===== src/hdl/cfpr_pkg.sv =====
`timescale 1ns / 1ps

package cfpr_pkg;

  localparam int unsigned BufferBytesDefault = 256;

  localparam logic [7:0] HdrFirst  = 8'h5A;
  localparam logic [7:0] HdrSecond = 8'hA5;
  localparam logic [7:0] MinLen    = 8'd5;

  localparam logic [15:0] CrcInit = 16'hFFFF;
  localparam logic [15:0] CrcPoly = 16'hA001;

  typedef enum logic [2:0] {
    PhWaitFirst,
    PhWaitSecond,
    PhLength,
    PhBody,
    PhCrcLow,
    PhCrcHigh
  } phase_e;

  typedef enum logic [1:0] {
    KindPayload,
    KindGood,
    KindBad,
    KindLenErr
  } kind_e;

  typedef struct packed {
    kind_e       out_kind;
    logic [7:0]  payload_data;
    logic [15:0] frame_ident;
    logic [7:0]  payload_count;
  } result_t;

  // One byte of the reflected CRC-16/MODBUS, eight shift steps unrolled.
  function automatic logic [15:0] crc16_update(logic [15:0] crc, logic [7:0] data);
    logic [15:0] c;
    c = crc ^ {8'h00, data};
    for (int i = 0; i < 8; i++) begin
      if (c[0]) begin
        c = (c >> 1) ^ CrcPoly;
      end else begin
        c = c >> 1;
      end
    end
    return c;
  endfunction

endpackage


===== src/hdl/cfpr_in_if.sv =====
`timescale 1ns / 1ps

interface cfpr_in_if;
  logic       valid;
  logic       ready;
  logic [7:0] rx_data;

  modport source (output valid, output rx_data, input ready);
  modport sink (input valid, input rx_data, output ready);
endinterface


===== src/hdl/cfpr_out_if.sv =====
`timescale 1ns / 1ps

interface cfpr_out_if;
  logic        valid;
  logic        ready;
  logic [1:0]  out_kind;
  logic [7:0]  payload_data;
  logic [15:0] frame_ident;
  logic [7:0]  payload_count;

  modport source (output valid, output out_kind, output payload_data, output frame_ident,
                  output payload_count, input ready);
  modport sink (input valid, input out_kind, input payload_data, input frame_ident,
                input payload_count, output ready);
endinterface


===== src/hdl/crc_framed_packet_receiver.sv =====
`timescale 1ns / 1ps

// Framed packet receiver. Serial bytes enter on rx_i, one request per byte. The
// block hunts for the header 0x5A 0xA5, takes a length byte and the body, and
// checks a CRC-16/MODBUS sent low byte first. Each payload byte leaves on res_o
// as it arrives (kind payload) together with the frame ID and payload count; the
// last CRC byte yields a frame end marked good or bad, and the consumer drops the
// payload of a frame marked bad. A length below 5 or too large for the buffer
// gives one length error request and hunting resumes.
// A byte accepted is held in the input register, and its result is loaded into the
// output register, or into the skid register while the output register is held.
// Throughput: one byte per cycle while the skid register is free, set by the
// combinational byte-wide CRC update and state step between the input register
// and the output register. The output side has a main register and a skid register,
// so input keeps flowing while one result waits; input stalls only when the skid
// register and the input register are both full. Reset clears the hunt state, the
// CRC to 0xFFFF and all valid flags; the block is ready for a byte once reset is released.
module crc_framed_packet_receiver #(
  parameter int unsigned BUFFER_BYTES = cfpr_pkg::BufferBytesDefault
) (
  input  logic          clk_i,
  input  logic          rst_ni,
  cfpr_in_if.sink       rx_i,
  cfpr_out_if.source    res_o
);

  localparam int unsigned MaxLen = BUFFER_BYTES - 3;

  logic        in_valid_q, in_valid_d;
  logic [7:0]  in_data_q;
  logic        advance;
  logic        accept;

  cfpr_pkg::phase_e phase_q, phase_d;
  logic [7:0]  length_q, length_d;
  logic [7:0]  pos_q, pos_d;
  logic [15:0] crc_q, crc_d;
  logic [15:0] ident_q, ident_d;
  logic [7:0]  crc_low_q, crc_low_d;

  logic             bad_len;
  logic [7:0]       pos_inc;
  logic [7:0]       count;
  logic             res_valid;
  cfpr_pkg::result_t res;

  logic              out_valid_q;
  cfpr_pkg::result_t out_q;
  logic              skid_valid_q;
  cfpr_pkg::result_t skid_q;
  logic              take;

  assign rx_i.ready = !(in_valid_q && skid_valid_q);
  assign accept     = rx_i.valid && rx_i.ready;
  assign advance    = in_valid_q && !skid_valid_q;

  assign in_valid_d = accept ? 1'b1 : (advance ? 1'b0 : in_valid_q);

  always_ff @(posedge clk_i or negedge rst_ni) begin
    if (!rst_ni) begin
      in_valid_q <= 1'b0;
    end else begin
      in_valid_q <= in_valid_d;
    end
  end

  always_ff @(posedge clk_i) begin
    if (accept) begin
      in_data_q <= rx_i.rx_data;
    end
  end

  assign bad_len = (in_data_q < cfpr_pkg::MinLen) || (32'(in_data_q) > MaxLen);
  assign pos_inc = pos_q + 8'd1;
  assign count   = length_q - cfpr_pkg::MinLen;

  // Next state of the hunt and frame tracking.
  always_comb begin
    phase_d   = phase_q;
    length_d  = length_q;
    pos_d     = pos_q;
    crc_d     = crc_q;
    ident_d   = ident_q;
    crc_low_d = crc_low_q;
    if (advance) begin
      unique case (phase_q)
        cfpr_pkg::PhWaitSecond: begin
          if (in_data_q == cfpr_pkg::HdrSecond) begin
            phase_d = cfpr_pkg::PhLength;
          end else if (in_data_q != cfpr_pkg::HdrFirst) begin
            phase_d = cfpr_pkg::PhWaitFirst;
          end
        end
        cfpr_pkg::PhLength: begin
          if (bad_len) begin
            // A rejected length byte may itself start the next header.
            phase_d = (in_data_q == cfpr_pkg::HdrFirst) ? cfpr_pkg::PhWaitSecond
                                                        : cfpr_pkg::PhWaitFirst;
          end else begin
            length_d = in_data_q;
            pos_d    = 8'd0;
            crc_d    = cfpr_pkg::CrcInit;
            ident_d  = 16'h0000;
            phase_d  = cfpr_pkg::PhBody;
          end
        end
        cfpr_pkg::PhBody: begin
          crc_d = cfpr_pkg::crc16_update(crc_q, in_data_q);
          pos_d = pos_inc;
          if (pos_inc >= length_q - 8'd2) begin
            phase_d = cfpr_pkg::PhCrcLow;
          end
          if (pos_q == 8'd1) begin
            ident_d = {8'h00, in_data_q};
          end else if (pos_q == 8'd2) begin
            ident_d = ident_q | {in_data_q, 8'h00};
          end
        end
        cfpr_pkg::PhCrcLow: begin
          crc_low_d = in_data_q;
          phase_d   = cfpr_pkg::PhCrcHigh;
        end
        cfpr_pkg::PhCrcHigh: begin
          phase_d = cfpr_pkg::PhWaitFirst;
        end
        default: begin
          phase_d = (in_data_q == cfpr_pkg::HdrFirst) ? cfpr_pkg::PhWaitSecond
                                                      : cfpr_pkg::PhWaitFirst;
        end
      endcase
    end
  end

  // Result produced by the byte in the input register.
  always_comb begin
    res_valid         = 1'b0;
    res.out_kind      = cfpr_pkg::KindPayload;
    res.payload_data  = 8'h00;
    res.frame_ident   = 16'h0000;
    res.payload_count = 8'h00;
    if (advance) begin
      unique case (phase_q)
        cfpr_pkg::PhLength: begin
          if (bad_len) begin
            res_valid    = 1'b1;
            res.out_kind = cfpr_pkg::KindLenErr;
          end
        end
        cfpr_pkg::PhBody: begin
          if (pos_q >= 8'd3) begin
            res_valid         = 1'b1;
            res.payload_data  = in_data_q;
            res.frame_ident   = ident_q;
            res.payload_count = count;
          end
        end
        cfpr_pkg::PhCrcHigh: begin
          res_valid         = 1'b1;
          res.out_kind      = ({in_data_q, crc_low_q} == crc_q) ? cfpr_pkg::KindGood
                                                                 : cfpr_pkg::KindBad;
          res.frame_ident   = ident_q;
          res.payload_count = count;
        end
        default: begin
          res_valid = 1'b0;
        end
      endcase
    end
  end

  always_ff @(posedge clk_i or negedge rst_ni) begin
    if (!rst_ni) begin
      phase_q   <= cfpr_pkg::PhWaitFirst;
      length_q  <= 8'd0;
      pos_q     <= 8'd0;
      crc_q     <= cfpr_pkg::CrcInit;
      ident_q   <= 16'h0000;
      crc_low_q <= 8'd0;
    end else begin
      phase_q   <= phase_d;
      length_q  <= length_d;
      pos_q     <= pos_d;
      crc_q     <= crc_d;
      ident_q   <= ident_d;
      crc_low_q <= crc_low_d;
    end
  end

  // Output register with a skid register behind it. A new result never meets a
  // full skid register, because the input register only advances when it is empty.
  assign take = out_valid_q && res_o.ready;

  always_ff @(posedge clk_i or negedge rst_ni) begin
    if (!rst_ni) begin
      out_valid_q  <= 1'b0;
      skid_valid_q <= 1'b0;
    end else if (take || !out_valid_q) begin
      if (skid_valid_q) begin
        out_valid_q  <= 1'b1;
        skid_valid_q <= 1'b0;
      end else begin
        out_valid_q <= res_valid;
      end
    end else if (res_valid) begin
      skid_valid_q <= 1'b1;
    end
  end

  always_ff @(posedge clk_i) begin
    if (take || !out_valid_q) begin
      if (skid_valid_q) begin
        out_q <= skid_q;
      end else if (res_valid) begin
        out_q <= res;
      end
    end else if (res_valid) begin
      skid_q <= res;
    end
  end

  assign res_o.valid         = out_valid_q;
  assign res_o.out_kind      = out_q.out_kind;
  assign res_o.payload_data  = out_q.payload_data;
  assign res_o.frame_ident   = out_q.frame_ident;
  assign res_o.payload_count = out_q.payload_count;

  a_skid_behind_main : assert property (@(posedge clk_i) disable iff (!rst_ni)
    skid_valid_q |-> out_valid_q)
    else $error("skid register holds a result while the output register is empty");

  a_body_bounds : assert property (@(posedge clk_i) disable iff (!rst_ni)
    (phase_q == cfpr_pkg::PhBody) |->
      (length_q >= cfpr_pkg::MinLen) && (pos_q < length_q - 8'd2))
    else $error("body position out of range for the frame length");

  a_crc_position : assert property (@(posedge clk_i) disable iff (!rst_ni)
    ((phase_q == cfpr_pkg::PhCrcLow) || (phase_q == cfpr_pkg::PhCrcHigh)) |->
      (pos_q == length_q - 8'd2))
    else $error("CRC bytes reached at the wrong body position");

  a_frame_end : assert property (@(posedge clk_i) disable iff (!rst_ni)
    (advance && (phase_q == cfpr_pkg::PhCrcHigh)) |=> (phase_q == cfpr_pkg::PhWaitFirst))
    else $error("hunting did not resume after a frame end");

  a_stall_when_full : assert property (@(posedge clk_i) disable iff (!rst_ni)
    (in_valid_q && skid_valid_q) |=> $stable(in_data_q))
    else $error("input register changed while the output side was full");

endmodule

===== src/flat_wrapper.sv =====
// flat-port wrapper written by rule: the top's interface ports become plain ports
module crc_framed_packet_receiver_flat 
#(
  parameter int unsigned BUFFER_BYTES = cfpr_pkg::BufferBytesDefault
)
  (clk_i, rst_ni, rx_i_valid, rx_i_rx_data, rx_i_ready, res_o_valid, res_o_out_kind, res_o_payload_data, res_o_frame_ident, res_o_payload_count, res_o_ready);
  cfpr_in_if rx_i_i ();
  cfpr_out_if res_o_i ();
  input  logic clk_i;
  input  logic rst_ni;
  input wire logic [$bits(rx_i_i.valid)-1:0] rx_i_valid;
  input wire logic [$bits(rx_i_i.rx_data)-1:0] rx_i_rx_data;
  output wire logic [$bits(rx_i_i.ready)-1:0] rx_i_ready;
  output wire logic [$bits(res_o_i.valid)-1:0] res_o_valid;
  output wire logic [$bits(res_o_i.out_kind)-1:0] res_o_out_kind;
  output wire logic [$bits(res_o_i.payload_data)-1:0] res_o_payload_data;
  output wire logic [$bits(res_o_i.frame_ident)-1:0] res_o_frame_ident;
  output wire logic [$bits(res_o_i.payload_count)-1:0] res_o_payload_count;
  input wire logic [$bits(res_o_i.ready)-1:0] res_o_ready;
  assign rx_i_i.valid = rx_i_valid;
  assign rx_i_i.rx_data = rx_i_rx_data;
  assign rx_i_ready = rx_i_i.ready;
  assign res_o_valid = res_o_i.valid;
  assign res_o_out_kind = res_o_i.out_kind;
  assign res_o_payload_data = res_o_i.payload_data;
  assign res_o_frame_ident = res_o_i.frame_ident;
  assign res_o_payload_count = res_o_i.payload_count;
  assign res_o_i.ready = res_o_ready;
  crc_framed_packet_receiver #(.BUFFER_BYTES(BUFFER_BYTES)) u_core (.clk_i(clk_i), .rst_ni(rst_ni), .rx_i(rx_i_i), .res_o(res_o_i));
endmodule

===== config.mk =====
export PLATFORM = sky130hd
export DESIGN_NAME = crc_framed_packet_receiver_flat
export DESIGN_NICKNAME = d
export VERILOG_FILES = /design/src/hdl/cfpr_pkg.sv /design/src/hdl/cfpr_in_if.sv /design/src/hdl/cfpr_out_if.sv /design/src/hdl/crc_framed_packet_receiver.sv /design/src/flat_wrapper.sv
export SDC_FILE = /design/constraint.sdc
export NUM_CORES = 1
export LEC_CHECK = 0
export ABC_AREA = 1
export BUFFER_PORTS_ARGS = -buffer_cell sky130_fd_sc_hd__buf_2
export CORE_MARGIN = 1.5
export CORE_UTILIZATION = 40
export CTS_CLUSTER_DIAMETER = 100
export DETAILED_ROUTE_END_ITERATION = 7
export MAX_ROUTING_LAYER = met4
export PLACE_DENSITY_LB_ADDON = 0.25
export SYNTH_ARGS = -nofsm -noshare
export SYNTH_HDL_FRONTEND = slang
export SYNTH_SLANG_ARGS = --single-unit
export TNS_END_PERCENT = 100

===== constraint.sdc =====
create_clock -name clk_i -period 3 [get_ports clk_i]
set_input_delay 0.15 -clock clk_i [delete_from_list [all_inputs] [get_ports clk_i]]
set_output_delay 0.15 -clock clk_i [all_outputs]
set_load 0.01 [all_outputs]

== After elaboration in Yosys (flattened, before gate mapping) ==
Index checks and enable logic that the tools add are counted.

* Multiplexer cells: 54
* Reductions and logical operators: 20
* Bitwise gates (word level): 12
* Add/sub/neg operators: 3
* Magnitude comparators: 4
* Eq/ne operators: 15

{| class="wikitable"
|+ Operators with widths
! cell !! number
|-
| two-way mux 16 bit || 26
|-
| two-way mux 34 bit || 3
|-
| one-hot mux 16 bit (2 select lines) || 2
|-
| one-hot mux 24 bit (2 select lines) || 1
|-
| two-way mux 32 bit || 1
|-
| NOT 2 -> 3 bit || 8
|-
| equality test 16 bit || 1
|-
| two-way mux 8 bit || 2
|-
| bitwise OR 16 bit || 1
|-
| one-hot mux 8 bit (2 select lines) || 1
|-
| bitwise XOR 16 x 8 -> 16 bit || 1
|-
| one-hot mux 3 bit (5 select lines) || 1
|-
| two-way mux 3 bit || 4
|-
| two-way mux 1 bit || 9
|-
| AND reduction 3 bit || 3
|-
| adder 8 x 1 -> 8 bit, second input constant || 1
|-
| equality test 8 x 1 -> 1 bit, second input constant || 1
|-
| equality test 8 x 2 -> 1 bit, second input constant || 1
|-
| equality test 8 x 7 -> 1 bit, second input constant || 1
|-
| equality test 8 bit, second input constant || 1
|-
| >= comparator 8 x 2 -> 1 bit, second input constant || 1
|-
| >= comparator 8 bit || 1
|-
| greater-than comparator 8 bit, second input constant || 1
|-
| < comparator 8 x 3 -> 1 bit, second input constant || 1
|-
| other kinds (19) || 35
|}

* Register bits: 138
* Bits of input ports: 12
* Output and inout port bits: 36
* Logic and storage cells: 126

== Logic depth before layout (Yosys ltp) ==
* Word-level depth: 32
* Depth in mapped cells: 17
* Mapped depth without buffers: 16

== Worst setup path after synthesis ==
No wires, ideal clock.

* Kind: reg2reg
* From: reg u_core.in_data_q[5]
* To: reg u_core.out_q (netlist bit u_core.res_o.frame_ident[0]), enable pin
* Data required time: 2575 ps
* Library setup time: 425 ps
* Data arrival time: 2696 ps
* Cell stages (with the launch flop): 9
* Path buffers: 1
* Clock period less this slack: 3121 ps
* Setup slack: -121 ps
* Cell sequence: edfxtp_1 > buf_6 > inv_1 > nand4_1 > nor3_2 > o21ai_4 > a21oi_1 > nor2_1 > nor2_1

* Word-level cells in the longest chain between the ends: 7
* Elaborated cells on any way between the ends: 8
* Classes of those cells: order compare: 2; mux: 3; reduce/logical: 3

{| class="wikitable"
|+ RTL lines
! item !! RTL line !! RTL
|-
| start, declared || crc_framed_packet_receiver.sv:30 || <nowiki>logic [7:0] in_data_q;</nowiki>
|-
| start signal, assigned || crc_framed_packet_receiver.sv:69 || <nowiki>in_data_q <= rx_i.rx_data;</nowiki>
|-
| < comparator 8 x 3 -> 1 bit or greater-than comparator 8 bit (tied branches) || crc_framed_packet_receiver.sv:73 || <nowiki>assign bad_len = (in_data_q < cfpr_pkg::MinLen) || (32'(in_data_q) > MaxLen);</nowiki>
|-
| logical OR 1 bit (*) || crc_framed_packet_receiver.sv:73 ||
|-
| two-way mux 1 bit (*) || crc_framed_packet_receiver.sv:144 || <nowiki>if (bad_len) begin</nowiki>
|-
| one-hot mux 1 bit (3 select lines) (*) || crc_framed_packet_receiver.sv:142 || <nowiki>unique case (phase_q)</nowiki>
|-
| two-way mux 1 bit (*) || crc_framed_packet_receiver.sv:141 || <nowiki>if (advance) begin</nowiki>
|-
| nonzero test 2 bit (no line) (*) || -- ||
|-
| AND reduction 2 bit (no line) (*) || -- ||
|-
| end signal, assigned || crc_framed_packet_receiver.sv:212 || <nowiki>out_q <= skid_q;</nowiki>
|-
| end signal, assigned || crc_framed_packet_receiver.sv:214 || <nowiki>out_q <= res;</nowiki>
|-
| end, declared || crc_framed_packet_receiver.sv:48 || <nowiki>cfpr_pkg::result_t out_q;</nowiki>
|}

Mark *: on every way between the ends. The rest lies on a longest branch, timed or not.
A chain may end at the register's enable or synchronous reset.

== Final worst setup path ==
* From: reg u_core.pos_q[0]
* To: reg u_core.phase_q[0]

* Word-level cells in the longest chain between the ends: 4

{| class="wikitable"
|+ RTL lines
! item !! RTL line !! RTL
|-
| start, declared || crc_framed_packet_receiver.sv:36 || <nowiki>logic [7:0] pos_q, pos_d;</nowiki>
|-
| start signal, assigned || crc_framed_packet_receiver.sv:182 || <nowiki>pos_q <= pos_d;</nowiki>
|-
| adder 8 x 1 -> 8 bit || crc_framed_packet_receiver.sv:74 || <nowiki>assign pos_inc = pos_q + 8'd1;</nowiki>
|-
| >= comparator 8 bit || crc_framed_packet_receiver.sv:110 || <nowiki>if (pos_inc >= length_q - 8'd2) begin</nowiki>
|-
| inequality test 2 x 1 -> 1 bit (no line) || -- ||
|-
| AND reduction 3 bit (no line) || -- ||
|-
| end signal, assigned || crc_framed_packet_receiver.sv:173 || <nowiki>phase_q <= cfpr_pkg::PhWaitFirst;</nowiki>
|-
| end signal, assigned || crc_framed_packet_receiver.sv:180 || <nowiki>phase_q <= phase_d;</nowiki>
|-
| end, declared || crc_framed_packet_receiver.sv:34 || <nowiki>cfpr_pkg::phase_e phase_q, phase_d;</nowiki>
|}

Every way passes these cells.

==> key figures <==
Run status
  • Status: finished clean

Synthesis
  • Post-synth ARST share: about 45%
  • Post-synth top cells: 162 x nand2_1, 79 x inv_1, 76 x edfxtp_1
  • Synth area leaders: edfxtp_1 34%, dfrtp_1 17%, nand2_1 9.2%
  • Cell variety after synth: 36
  • Number of enable flip-flop cells after synthesis: 76
  • Sequential-to-total area share from yosys stat: around three fifths
  • Prevailing post-synth register cell: edfxtp_1
  • Syn Area/Cell: 9.55 µm²
  • Mapped Cells: 693
  • Post-synthesis register bit count: approximately 140
  • Synth top area share: between 30% and 40%
  • Yosys warning count: 0
  • Area leader, netlist: edfxtp_1
  • Syn_nets: 721
  • Most frequent cell after synthesis: nand2_1
  • Mapped cell area: 6620 µm²

Worst hold path
  • Worst Hold Class: in -> reg
  • Worst Min Path Start: res_o_ready
  • Hold path depth: 4
  • Hold EP: u_core.res_o.valid$_DFFE_PN0N_

Clock network
  • CTS resizes: 0
  • CTS tree: built
  • Clock transition at path regs: around 0.060 ns
  • Root Driver: clkbuf_16
  • Clk sinks: between 100 and 150
  • Post-CTS setup buffer count: 0
  • Cts bufs inserted: 17
  • Deepest clock path buffer count: 2
  • Clk Latency, worst-skew pair: approximately 0.43 ns
  • H-tree depth: 4

Setup path
  • Worst R2R Path Depth: 15
  • R2R Path Start: u_core.pos_q[0]$_DFFE_PN0P_
  • R2R setup slack: approximately 0.36 ns
  • Setup crit end kind: register
  • Crit path launch type: register
  • Crit Path Class: reg -> reg
  • Crit Path Max Fanout: 7
  • Terminus of the critical flop-to-flop path: u_core.phase_q[0]$_DFFE_PN0P_
  • WP data arrival: slightly below 3 ns
  • Worst EP required: 3.33 ns
  • CP Launch Point: u_core.pos_q[0]$_DFFE_PN0P_

Floorplan
  • Row count: 46
  • IO Count: 48
  • Die W: approximately 130 µm
  • Initial Utilization: approximately two fifths
  • Core area: 16,000 µm²
  • Die area: about 17,000 µm²
  • Die height: 132 µm

Layout
  • Area delta synth->final: 15.7%
  • Ant diodes: 0
  • Final #Nets: approximately 780
  • Layout cells sized above 1: 16.1%
  • Final Core Density: about 48%
  • # fillers: about 1,500

Timing
  • Setup TNS: 0 ns
  • Final setup viols: 0
  • Slew headroom: between 40% and 50%
  • Final worst path period share: between 80% and 90%
  • RSZ-0062 raised after global routing: no
  • Hold Fails Final Rpt: 0
  • Worst-Margin Slew: between 0.8 and 0.9 ns
  • Slew Viols, Final: 0
  • Final critical-path required period: roughly 2.6 ns
  • Fin Clk Skew: ~0.0070 ns
  • Post-route setup slack: between 0.3 and 0.4 ns
  • Fmax: 378 MHz

GRT
  • GRT Total Usage: approximately 18%
  • Initial antenna violation count: 0
  • First-pass GRT wire length: roughly 23,000 µm
  • Total grt overflow: 0
  • Vias in the first global route: between 4,000 and 5,000
  • Pin count of the biggest net entering global routing: 63

Flow run
  • Max cap viols: 0

Placed design
  • RePlAce Congestion: 0.939
  • Pre-CTS setup slack: roughly 0.38 ns
  • I/O Buffers: 47
  • Post-detail-place hpwl: about 9600 µm

Pwr
  • Sequential group share of total power: between 40 and 50%
  • Logic pwr share: between 30 and 40%
  • Peak VDD IR: about 630 µV
  • Power density over cell area: roughly 850 nW/µm²
  • Sw Ratio: 36.1%
  • LEAKAGE: around 3.2 nW
  • Internal cell power: around 0.0042 W
  • Clk pwr share: 28.0%
  • P_sw: roughly 0.0023 W

Routing
  • Antenna violation net count after detailed routing: 0
  • Pre-Repair DR Iteration Count: 5
  • Post-DR vias/cell: around 4.8
  • Post-route DRC: 0
  • Vias: 4,741
  • Initial DRC count: ~340
  • Routed WL: approximately 14,000 µm
  • Wirelength per Cell: approximately 14 µm
-- per-layer routing --
layer | track usage [%] | vias to the layer above | wire, µm
met4 | 5.99 | 0 | 221
met5 | - | - | 0
li1 | - | 2396 | -
met3 | 4.59 | 18 | 632
met2 | 27.5 | 110 | 6750
met1 | 22.2 | 2217 | 6280
-- cell usage in the layout (no fill, tap or decap), types with 2 or more instances in the layout --
master	synthesis	final
a41oi_1	2	2
xnor2_1	19	19
buf_2	8	47
clkinv_1	0	2
clkbuf_1	8	2
inv_1	79	79
inv_2	8	8
clkinv_2	0	4
nor2_2	2	4
nand3_1	19	19
clkbuf_16	0	17
o22ai_1	14	14
dfstp_2	16	16
dfrtp_1	46	46
nor3_1	5	5
a22oi_1	7	7
edfxtp_1	76	76
nor2_4	2	2
nand2_1	162	162
nand2_2	3	3
or2_2	3	3
clkinv_4	0	4
dlygate4sd3_1	0	10
o21ai_1	9	9
buf_4	4	7
nor2_1	71	69
xor2_1	14	14
a21oi_1	14	14
nand4_1	11	11
ha_1	16	16
nor3_2	2	2
o21ai_0	62	62
-- per-stage QoR --
| stage | instances | total power (W) | instance area, µm² | hold WS, ns |
|---|---|---|---|---|
| final | 981 | 0.00649 | 7660 | 0.0414 |
| after global routing | 981 | 0.00693 | 7660 | 0.0469 |
| after detailed placement | 940 | 0.00468 | 7050 | 0.331 |
| after global placement | 940 | 0.00463 | 7050 | 0.328 |
| after floorplan | 693 | 0.00416 | 6630 | -0.146 |
| after CTS | 981 | 0.00654 | 7660 | 0.0356 |
-- cell families (layout without fill, tap and decap cells) --
family / after synthesis / count (layout) / synth area share (%)
AOI/OAI and AO/OA: 113 / 113 / 9.53
xor gates and xnor gates: 33 / 33 / 4.37
adders and majority gates: 16 / 16 / 3.02
buffers and inverters: 110 / 182 / 6.96
DFF: 138 / 138 / 58.2
and+or+nand+nor: 283 / 283 / 17.9
-- power by group through the flow --
stage / Combinational, W / Clock, W / Sequential (W)
floorplan: 0.00149 / 0 / 0.00267
global placement: 0.00192 / 0 / 0.00271
detailed placement: 0.00196 / 0 / 0.00273
CTS: 0.00199 / 0.00186 / 0.00269
global route: 0.00226 / 0.00194 / 0.00274
finish: 0.00198 / 0.00182 / 0.00269
-- how the worst max path moves through the flow --
| stage | to | slack, ns | cells after the start |
|---|---|---|---|
| floorplan | u_core.res_o.frame_ident[0]$_DFFE_PP_ | 0.44 | 8 |
| global placement | u_core.phase_q[0]$_DFFE_PN0P_ | 0.55 | 15 |
| detailed placement | u_core.phase_q[0]$_DFFE_PN0P_ | 0.38 | 15 |
| finish | u_core.phase_q[0]$_DFFE_PN0P_ | 0.36 | 15 |
| CTS | u_core.phase_q[0]$_DFFE_PN0P_ | 0.37 | 15 |
| global route | u_core.phase_q[0]$_DFFE_PN0P_ | 0.02 | 15 |
-- critical path, stage by stage (launching register included) --
cell and delay, ns:
dfrtp_1 0.47, inv_1 0.11, nor3_1 0.28, nand3_1 0.17, nor2_1 0.12, nand2_1 0.07, xor2_1 0.16, ha_1 0.31
nand2_1 0.08, nor2_1 0.14, nand4_1 0.09, nand4_1 0.12, nand3_1 0.07, inv_1 0.14, nor2_1 0.06, a41oi_1 0.18
-- layout make-up --
type / instances / area [µm²] / share of cell area, %
repair buffers: 64 / 388 / 5.06
inverters: 87 / 327 / 4.26
multi-input cells: 445 / 2310 / 30.2
clock buffers: 19 / 433 / 5.65
well taps: 216 / 270 / 3.53
clock inverters: 12 / 78.8 / 1.03
flip-flops and latches: 138 / 3850 / 50.3
-- what timing repair did --
item	CTS	global route
endpoints found under the hold margin	55	0
setup endpoints to repair	0	0
hold buffers	10	0
-- flip-flops by register name (all words and copies together) (netlist names) --
signal / count
u_core.in_data_q: 8
u_core.pos_q: 8
u_core.crc_q: 16
u_core.skid_valid_q: 1
u_core.length_q: 8
u_core.skid_q: 34
u_core.ident_q: 16
u_core.res_o.frame_ident: 16
u_core.crc_low_q: 8
u_core.res_o.out_kind: 2
u_core.res_o.payload_data: 8
u_core.phase_q: 3
u_core.res_o.valid: 1
u_core.res_o.payload_count: 8
u_core.in_valid_q: 1
Power figures use the tool's default switching activity.
